**config.mk**
```make
export PLATFORM = sky130hd
export DESIGN_NAME = fully_assoc_fifo_cache
export DESIGN_NICKNAME = d
export VERILOG_FILES = /design/src/rtl/fac_pkg.sv /design/src/rtl/fac_word_ram.sv /design/src/rtl/fac_tag_cam.sv /design/src/rtl/fully_assoc_fifo_cache.sv
export SDC_FILE = /design/constraint.sdc
export NUM_CORES = 1
export LEC_CHECK = 0
export ABC_AREA = 1
export BUFFER_PORTS_ARGS = -buffer_cell sky130_fd_sc_hd__buf_2
export CAP_MARGIN = 5
export CORE_AREA = 2 2 372 374
export CTS_BUF_LIST = sky130_fd_sc_hd__clkbuf_4
export DETAILED_ROUTE_END_ITERATION = 16
export DIE_AREA = 0 0 374 376
export PLACE_DENSITY = 0.48
export SYNTH_ARGS = -nofsm -noshare
export SYNTH_HDL_FRONTEND = slang
export SYNTH_SLANG_ARGS = --single-unit
export TNS_END_PERCENT = 10
```
**constraint.sdc**
```tcl
create_clock -name aclk -period 19.44 [get_ports aclk]
set_input_delay 3.888 -clock aclk [delete_from_list [all_inputs] [get_ports aclk]]
set_output_delay 3.888 -clock aclk [all_outputs]
set_load 0.05 [all_outputs]
```
**src/rtl/fac_pkg.sv**
```systemverilog
`default_nettype none
package fac_pkg;

    localparam int ENTRIES = 16;
    localparam int ADDR_W  = 16;
    localparam int WORD_W  = 32;
    localparam int CTR_W   = 32;

    localparam int IDX_W = (ENTRIES > 1) ? $clog2(ENTRIES) : 1;
    localparam int CNT_W = $clog2(ENTRIES + 1);

    localparam int S_TDATA_W = ((ADDR_W + WORD_W + 7) / 8) * 8;
    localparam int M_FIELD_W = IDX_W + WORD_W + 2 * CTR_W;
    localparam int M_TDATA_W = ((M_FIELD_W + 7) / 8) * 8;

    typedef struct packed {
        logic             hit;
        logic [IDX_W-1:0] slot;
    } lookup_t;

endpackage
`default_nettype wire

```
**src/rtl/fac_word_ram.sv**
```systemverilog
`default_nettype none
module fac_word_ram #(
    parameter int DEPTH = 16,
    parameter int WIDTH = 32
) (
    input  wire logic                                   aclk,
    input  wire logic                                   we,
    input  wire logic                                   re,
    input  wire logic [((DEPTH > 1) ? $clog2(DEPTH) : 1)-1:0] addr,
    input  wire logic [WIDTH-1:0]                       wdata,
    output logic      [WIDTH-1:0]                       rdata
);
    logic [WIDTH-1:0] mem [DEPTH];

    always_ff @(posedge aclk) begin
        if (we) begin
            mem[addr] <= wdata;
        end
    end

    // read data holds until the next read
    always_ff @(posedge aclk) begin
        if (re) begin
            rdata <= mem[addr];
        end
    end
endmodule
`default_nettype wire

```
**src/rtl/fac_tag_cam.sv**
```systemverilog
`default_nettype none
module fac_tag_cam (
    input  wire logic                      aclk,
    input  wire logic                      aresetn,
    input  wire logic                      lookup_en,
    input  wire logic                      kind,
    input  wire logic [fac_pkg::ADDR_W-1:0] address,
    output fac_pkg::lookup_t               result
);
    import fac_pkg::*;

    logic              tag_kind [ENTRIES];
    logic [ADDR_W-1:0] tag_addr [ENTRIES];

    logic [CNT_W-1:0] filled_reg, filled_next;
    logic [IDX_W-1:0] oldest_reg, oldest_next;

    logic [ENTRIES-1:0] match;
    logic               any_hit;
    logic [IDX_W-1:0]   hit_idx;
    logic               full;
    logic [IDX_W-1:0]   victim;

    // only filled entries take part; unwritten tags never match
    always_comb begin
        for (int i = 0; i < ENTRIES; i++) begin
            match[i] = (CNT_W'(i) < filled_reg) && (tag_kind[i] == kind)
                       && (tag_addr[i] == address);
        end
    end

    // lowest matching index wins
    always_comb begin
        hit_idx = '0;
        for (int i = ENTRIES - 1; i >= 0; i--) begin
            if (match[i]) begin
                hit_idx = IDX_W'(i);
            end
        end
    end

    assign any_hit = |match;
    assign full    = (filled_reg == CNT_W'(ENTRIES));
    assign victim  = full ? oldest_reg : filled_reg[IDX_W-1:0];

    always_comb begin
        filled_next = filled_reg;
        oldest_next = oldest_reg;
        if (lookup_en && !any_hit) begin
            if (!full) begin
                filled_next = filled_reg + CNT_W'(1);
            end else if (oldest_reg == IDX_W'(ENTRIES - 1)) begin
                oldest_next = '0;
            end else begin
                oldest_next = oldest_reg + IDX_W'(1);
            end
        end
    end

    always_ff @(posedge aclk) begin
        if (!aresetn) begin
            filled_reg <= '0;
            oldest_reg <= '0;
        end else begin
            filled_reg <= filled_next;
            oldest_reg <= oldest_next;
        end
    end

    always_ff @(posedge aclk) begin
        if (lookup_en && !any_hit) begin
            tag_kind[victim] <= kind;
            tag_addr[victim] <= address;
        end
    end

    assign result.hit  = any_hit;
    assign result.slot = any_hit ? hit_idx : victim;
endmodule
`default_nettype wire

```
**src/rtl/fully_assoc_fifo_cache.sv**
```systemverilog
// Fully associative read cache, FIFO replacement.
// Input channel s_*: one beat per request. s_tuser is the access kind
// (0 instruction, 1 data); s_tdata carries the word address and the
// backing-memory word, which is stored only on a miss.
// Output channel m_*: one beat per request, in request order. m_tuser is
// the hit flag; m_tdata carries slot, returned word and the running hit
// and miss counts including this request.
// An accepted request moves through the lookup stage and the read stage
// into the output register, one request at a time: the tag compare
// runs in the cycle after accept, the data RAM read or fill in the same
// cycle, and the next request is taken once the RAM data has moved on.
// A result waiting on m_* does not block the next request; if the
// receiver stalls longer, the one request behind it holds in the read
// stage and s_tready stays low.
// Reset (aresetn low, synchronous) empties the cache and clears the
// counters; stored tags and words are not cleared and are never read
// before they are written.
`default_nettype none
module fully_assoc_fifo_cache (
    input  wire logic                          aclk,
    input  wire logic                          aresetn,
    input  wire logic                          s_tvalid,
    output logic                               s_tready,
    // [ADDR_W-1:0] address, then fill_word, zero padded
    input  wire logic [fac_pkg::S_TDATA_W-1:0] s_tdata,
    // kind
    input  wire logic                          s_tuser,
    output logic                               m_tvalid,
    input  wire logic                          m_tready,
    // slot, read_word, hits_so_far, misses_so_far, zero padded
    output logic      [fac_pkg::M_TDATA_W-1:0] m_tdata,
    // hit
    output logic                               m_tuser
);
    import fac_pkg::*;

    logic              req_valid_reg;
    logic              req_kind_reg;
    logic [ADDR_W-1:0] req_addr_reg;
    logic [WORD_W-1:0] req_word_reg;

    logic              b_valid_reg;
    logic              b_hit_reg;
    logic [IDX_W-1:0]  b_slot_reg;
    logic [WORD_W-1:0] b_word_reg;

    logic [CTR_W-1:0] hits_reg, hits_next;
    logic [CTR_W-1:0] misses_reg, misses_next;

    logic                 m_valid_reg;
    logic [M_TDATA_W-1:0] m_data_reg;
    logic                 m_hit_reg;

    lookup_t           look;
    logic [WORD_W-1:0] ram_q;
    logic              s_fire;
    logic              out_free;
    logic [WORD_W-1:0] ret_word;

    assign s_tready = !req_valid_reg && !b_valid_reg;
    assign s_fire   = s_tvalid && s_tready;
    assign out_free = !m_valid_reg || m_tready;

    fac_tag_cam u_cam (
        .aclk      (aclk),
        .aresetn   (aresetn),
        .lookup_en (req_valid_reg),
        .kind      (req_kind_reg),
        .address   (req_addr_reg),
        .result    (look)
    );

    fac_word_ram #(
        .DEPTH (ENTRIES),
        .WIDTH (WORD_W)
    ) u_ram (
        .aclk  (aclk),
        .we    (req_valid_reg && !look.hit),
        .re    (req_valid_reg && look.hit),
        .addr  (look.slot),
        .wdata (req_word_reg),
        .rdata (ram_q)
    );

    always_comb begin
        hits_next   = hits_reg;
        misses_next = misses_reg;
        if (req_valid_reg) begin
            if (look.hit) begin
                hits_next = hits_reg + CTR_W'(1);
            end else begin
                misses_next = misses_reg + CTR_W'(1);
            end
        end
    end

    always_ff @(posedge aclk) begin
        if (!aresetn) begin
            req_valid_reg <= 1'b0;
            b_valid_reg   <= 1'b0;
            m_valid_reg   <= 1'b0;
            hits_reg      <= '0;
            misses_reg    <= '0;
        end else begin
            req_valid_reg <= s_fire;
            if (req_valid_reg) begin
                b_valid_reg <= 1'b1;
            end else if (b_valid_reg && out_free) begin
                b_valid_reg <= 1'b0;
            end
            if (b_valid_reg && out_free) begin
                m_valid_reg <= 1'b1;
            end else if (m_tready) begin
                m_valid_reg <= 1'b0;
            end
            hits_reg   <= hits_next;
            misses_reg <= misses_next;
        end
    end

    always_ff @(posedge aclk) begin
        if (s_fire) begin
            req_kind_reg <= s_tuser;
            req_addr_reg <= s_tdata[ADDR_W-1:0];
            req_word_reg <= s_tdata[ADDR_W+WORD_W-1:ADDR_W];
        end
        if (req_valid_reg) begin
            b_hit_reg  <= look.hit;
            b_slot_reg <= look.slot;
            b_word_reg <= req_word_reg;
        end
    end

    assign ret_word = b_hit_reg ? ram_q : b_word_reg;

    // counters are stable while a request sits in the read stage
    always_ff @(posedge aclk) begin
        if (b_valid_reg && out_free) begin
            m_hit_reg  <= b_hit_reg;
            m_data_reg <= M_TDATA_W'({misses_reg, hits_reg, ret_word, b_slot_reg});
        end
    end

    assign m_tvalid = m_valid_reg;
    assign m_tdata  = m_data_reg;
    assign m_tuser  = m_hit_reg;

    a_one_in_flight: assert property (@(posedge aclk) disable iff (!aresetn)
        !(req_valid_reg && b_valid_reg))
        else $error("lookup and read stage busy at once");

    a_accept_to_lookup: assert property (@(posedge aclk) disable iff (!aresetn)
        s_fire |=> req_valid_reg && !s_tready)
        else $error("accepted request did not enter lookup");

    // RAM data only matters for a hit; on a miss it may never have been read
    a_read_stage_holds: assert property (@(posedge aclk) disable iff (!aresetn)
        (b_valid_reg && !out_free) |=> (b_valid_reg && $stable(b_slot_reg)
                                        && (!b_hit_reg || $stable(ram_q))))
        else $error("read stage lost data while output stalled");

    a_lookup_to_read: assert property (@(posedge aclk) disable iff (!aresetn)
        req_valid_reg |=> b_valid_reg)
        else $error("lookup result not captured");
endmodule
`default_nettype wire

```
-- Word level (Yosys, flattened, before mapping)
Memories as Yosys holds them, arrays and structs flattened. A register that Yosys moved wholly into a read port is not among the register bits.
Index checks and enable logic that the tools add are counted.
W data, S select, Z words.
- input port bits: 53
- word-level logic and storage cells: 149
- memories kept: 3
- output and inout bits: 107
- bits in registers: 263
- bits in writable memories: 784
- bitwise operators: 2
- reduce and logical (&&, ||, !) cells: 49
- equal/unequal tests: 34
- order comparisons: 16
- multiplexer cells: 26
- add/subtract/negate cells: 4
- memories (name ; words ; bits a word ; read ports ; clocked after memory_dff ; wr ports ; line ; RTL):
    u_ram.mem ; 16 ; 32 ; 1 ; 1 ; 1 ; fac_word_ram.sv:13 ; logic [WIDTH-1:0] mem [DEPTH];
    u_cam.tag_addr ; 16 ; 16 ; 16 ; 0 ; 1 ; fac_tag_cam.sv:13 ; logic [ADDR_W-1:0] tag_addr [ENTRIES];
    u_cam.tag_kind ; 16 ; 1 ; 16 ; 0 ; 1 ; fac_tag_cam.sv:12 ; logic tag_kind [ENTRIES];
- operator list (operator ; number):
    $eq A16 B16 Y1 ; 16
    $mux W4 ; 19
    $add A32 B1 Y32 const B ; 2
    $lt A4 B5 Y1 const A ; 8
    $logic_and A1 B1 Y1 ; 37
    $mux W32 ; 1
    $lt A3 B5 Y1 const A ; 4
    $eq A1 B1 Y1 ; 16
    $reduce_or A16 Y1 ; 1
    $lt A1 B5 Y1 const A ; 2
    $lt A2 B5 Y1 const A ; 2
    $reduce_and A2 Y1 ; 4
    $mux W1 ; 6
    $add A5 B1 Y5 const B ; 1
    $eq A5 B5 Y1 const B ; 1
    $add A4 B1 Y4 const B ; 1
    $eq A4 B4 Y1 const B ; 1
    $logic_not A1 Y1 ; 4
    $reduce_bool A2 Y1 ; 2
    $not A1 Y1 ; 2
    $logic_or A1 B1 Y1 ; 1

-- Depth between registers and ports, before layout
An unclocked memory read counts as a cell.
- word-level depth: 21
- mapped depth: 35

-- Modules after synthesis
A second synthesis with hierarchy kept.
- cells, all modules: 3923
- area total of the unflattened synthesis: 44864.3 µm²
- by module, submodules not included (module ; area each (µm²) ; instances ; seq. area each (µm²) ; cells an instance):
    fac_word_ram ; 22534.1 ; 1 ; 16335.7 ; 2113
    fac_tag_cam ; 12757.2 ; 1 ; 8348.0 ; 1054
    fully_assoc_fifo_cache ; 9572.9 ; 1 ; 6956.7 ; 756

-- Worst setup path after synthesis
No wires, ideal clock.
- kind: input to register
- from: in m_tready
- to: reg m_data_reg[0] (netlist: m_tdata[0]) (enable)
- path slack: 10070 ps
- stages: 2
- data arrival time: 8776 ps
- setup time: 594 ps
- required time: 18846 ps
- cells stage by stage: inv_1 a21oi_1
- longest elaborated chain between the ends: 2
- RTL lines (item ; line ; RTL):
    from (decl) ; fully_assoc_fifo_cache.sv:29 ; input wire logic m_tready,
    $logic_or A1 B1 Y1 ; fully_assoc_fifo_cache.sv:62 ; assign out_free = !m_valid_reg || m_tready;
    $logic_and A1 B1 Y1 ; fully_assoc_fifo_cache.sv:138 ; if (b_valid_reg && out_free) begin
    to (signal assigned) ; fully_assoc_fifo_cache.sv:140 ; m_data_reg <= M_TDATA_W'({misses_reg, hits_reg, ret_word, b_slot_reg});
    to (decl) ; fully_assoc_fifo_cache.sv:51 ; logic [M_TDATA_W-1:0] m_data_reg;
Every way passes these cells.
A chain may end at the register's enable or synchronous reset.

-- Worst setup path after layout
- from: reg req_addr_reg[11]
- to: mem u_ram.mem[8][26] (enable)
- longest elaborated chain between the ends: 19
- RTL lines (item ; line ; RTL):
    from (decl) ; fully_assoc_fifo_cache.sv:39 ; logic [ADDR_W-1:0] req_addr_reg;
    from (signal assigned) ; fully_assoc_fifo_cache.sv:124 ; req_addr_reg <= s_tdata[ADDR_W-1:0];
    $eq A16 B16 Y1 ; fac_tag_cam.sv:28 ; && (tag_addr[i] == address);
    $logic_and A1 B1 Y1 ; fac_tag_cam.sv:28 ;
    $mux W4 (16 in a row) ; fac_tag_cam.sv:36 ; if (match[i]) begin
    $mux W4 ; fac_tag_cam.sv:78 ; assign result.slot = any_hit ? hit_idx : victim;
    to (decl) ; fac_word_ram.sv:13 ;
Parallel ways exist; a longest one is shown, timed or not.

==> run metrics <==
endpoints failing setup=0; Gate Count Post-Synth=4406; Core Box Area=137000 sq um; DR iter-0 viols=2633; routed len/inst=20.6 um; final WL=140 mm; IO buf count=155; main combinational cell family by area after synthesis=simple AND/OR/NAND/NOR gates; H-tree Lvls=5; initial cell density of the core=34.8%; TritonCTS Buffers=317; hold buffer count at CTS=0; CTS Buffer Depth=4; clock sinks=1079; clk_skew=0.121 ns; Final WS setup=13.27 ns; DRC Markers=0; post-synthesis adder-cell area fraction=0.132%; fin util=39.5%; Fmax=162 MHz; Nets=4833; most used cell, CP=nand2_1; fin crit share=31.7%; share of cells above drive strength 1=17.0%; post-synthesis mux area share=0.758%; Top delay family on crit path=simple AND/OR/NAND/NOR gates; Most used DFF post-synth=edfxtp_1; min-delay worst type=reg -> reg; pre-CTS WS=13.22 ns; syn_area_per_cell=10.8 sq um; Clock Latency Late Sink=1.29 ns; setup bufs post-CTS=0; TritonCTS clock tree=done; max-cap violation count=0; most flop-heavy register=u_ram.mem; CP Class=reg -> reg; Pwr Density=91.9 nW/um^2; Static Leak=20.6 nW; Compound-Gate Fraction of Synth Area=1.72%; Arr. time, crit path=6.99 ns; Cell Area, Synth=47500 sq um; Final min period=6.17 ns; Reg clk slew, reported paths=0.07 ns; Hold Worst Slack=0.442 ns; xor and xnor area share after synthesis=4.07%; global-route wire length before repair=207 mm; Async SR Flop Fraction=0%; Final Hold Violating Endpoints=0; EDFF count, synth=1003; Internal=3.76 mW; Row Count=136; Switching Power=1.20 mW; relative slew slack=26.2%; synth warn=0; gr ovfl total=0; status=finished clean; register area=31600 sq um; post-synthesis register bit count=1079; max reg flops=512; P&R area growth vs syn=13.6%; critical path endpoint category=flop; Max Slew Vio Count=0; Die W=374 um; CTS-repair resized insts=0; Slowest-stage cell, CP=nand2_8; Sw Share=24.3%; DRT Pass-1 Iters=6; vias in the first global route=32473; largest net degree at the start of global routing=179; worst vdd ir=0.0000661 V; GPL Wtd Cong=0.879; clk root buf=clkbuf_4; critical path's largest stage delay=0.64 ns; Synth cell types=61; die area=141000 sq um; initial antenna violation count=3; CP Data Required Time=20.26 ns; CP Max Fanout=113; Worst setup SP type=flop; Detail Route Antenna Nets=0; Sequential Power Share=52.2%; accumulated negative setup slack=0 ns; RSZ-0062 raised after global routing=false; Synth Area in Simple Gates=22.1%; Clk pwr share=41.9%; top-level I/O count=160; filler instances=13496; number of buffers and inverters on the critical path=4; Die Y=376 um; Post-DP HPWL=79.3 mm; Logic pwr share=5.9%; Worst Max-Slew Pin Slew=1.11 ns; Total GRT Usage=19.7%; total number of vias=33024; sequential area share after synthesis=66.6%; mean number of vias per cell=4.87; multi-input logic area=13900 sq um
-- kinds of logic after synthesis --
| group | count (synthesis) |
|---|---|
| AOI/OAI and AO/OA | 141 |
| other | 1 |
| and+or+nand+nor | 2472 |
| adders and majority gates | 5 |
| xor gates and xnor gates | 220 |
| muxes | 32 |
| DFF | 1079 |
| buffers and inverters | 456 |
-- path summary, 6_finish.rpt --
path,depth (start not counted),start,to,slack (ns)
setup / recovery,28,req_addr_reg[11],u_ram.mem[8][26],13.27
hold / removal,0,misses_reg[2],m_tdata[70],0.44
setup reg to reg,28,req_addr_reg[11],u_ram.mem[8][26],13.27
hold reg to reg,0,misses_reg[2],m_tdata[70],0.44
-- per-stage QoR --
step | std cells | power, mW | instance area (sq um)
after floorplan | 4409 | 2.84 | 47500
after global placement | 6250 | 2.94 | 50200
after detailed placement | 6250 | 2.93 | 50200
after CTS | 6777 | 5.05 | 54000
after global routing | 6785 | 5.20 | 54000
final | 6785 | 4.96 | 54000
-- synthesized netlist by cell type, types with 29 or more instances --
master / count / area [sq um]
a21oi_1: 68 / 340
buf_2: 93 / 465
buf_4: 29 / 218
buf_6: 32 / 360
dfxtp_1: 76 / 1520
edfxtp_1: 1003 / 30100
inv_1: 234 / 878
inv_2: 38 / 143
mux2_2: 32 / 360
nand2_1: 1555 / 5840
nand3_1: 317 / 1590
nand4_1: 80 / 500
nor2_1: 256 / 961
nor3_1: 96 / 480
nor4_1: 85 / 532
o21ai_0: 36 / 180
xnor2_1: 64 / 561
xor2_1: 155 / 1360
-- metal layers --
| layer | track usage [%] | share of wire (%) |
|---|---|---|
| met5 | 0 | 0 |
| met4 | 6.14 | 2.2 |
| met3 | 4.20 | 5.3 |
| met2 | 31.6 | 47 |
| met1 | 26.6 | 46 |
-- power by group through the flow --
stage	Clock, mW	Combinational [mW]	Sequential, mW
after floorplan	0	0.196	2.64
after global placement	0	0.295	2.64
after detailed placement	0	0.293	2.64
after CTS	2.16	0.294	2.59
after global routing	2.29	0.324	2.59
final	2.08	0.290	2.59
-- placed cells by master, fill, tap and decap left out, types with 43 or more instances in the layout --
cell type	Yosys	routed
a21oi_1	68	67
buf_2	93	155
buf_4	29	74
clkbuf_4	0	475
clkinv_1	1	43
dfxtp_1	76	75
edfxtp_1	1003	1003
inv_1	234	234
nand2_1	1555	1555
nand3_1	317	317
nand4_1	80	80
nor2_1	256	235
nor3_1	96	95
nor4_1	85	85
xnor2_1	64	64
xor2_1	155	155
-- layout make-up --
cell class | instances | share of cell area [%]
Clock buffer | 475 | 6.60
Sequential cell | 1079 | 58.6
Tap cell | 1794 | 4.16
Timing Repair Buffer | 230 | 2.50
Multi-Input combinational cell | 2874 | 25.8
Inverter | 273 | 1.90
Antenna cell | 8 | 0.0371
Clock inverter | 52 | 0.422
-- worst reg2reg max path: cells and delay by family, from the launching register on --
family	cells	cell delay, ns
flip-flops	1	0.31
AND/OR/NAND/NOR	24	3.81
buffers and inverters	4	1.69
Note: power is estimated with default switching activity, not from simulation.
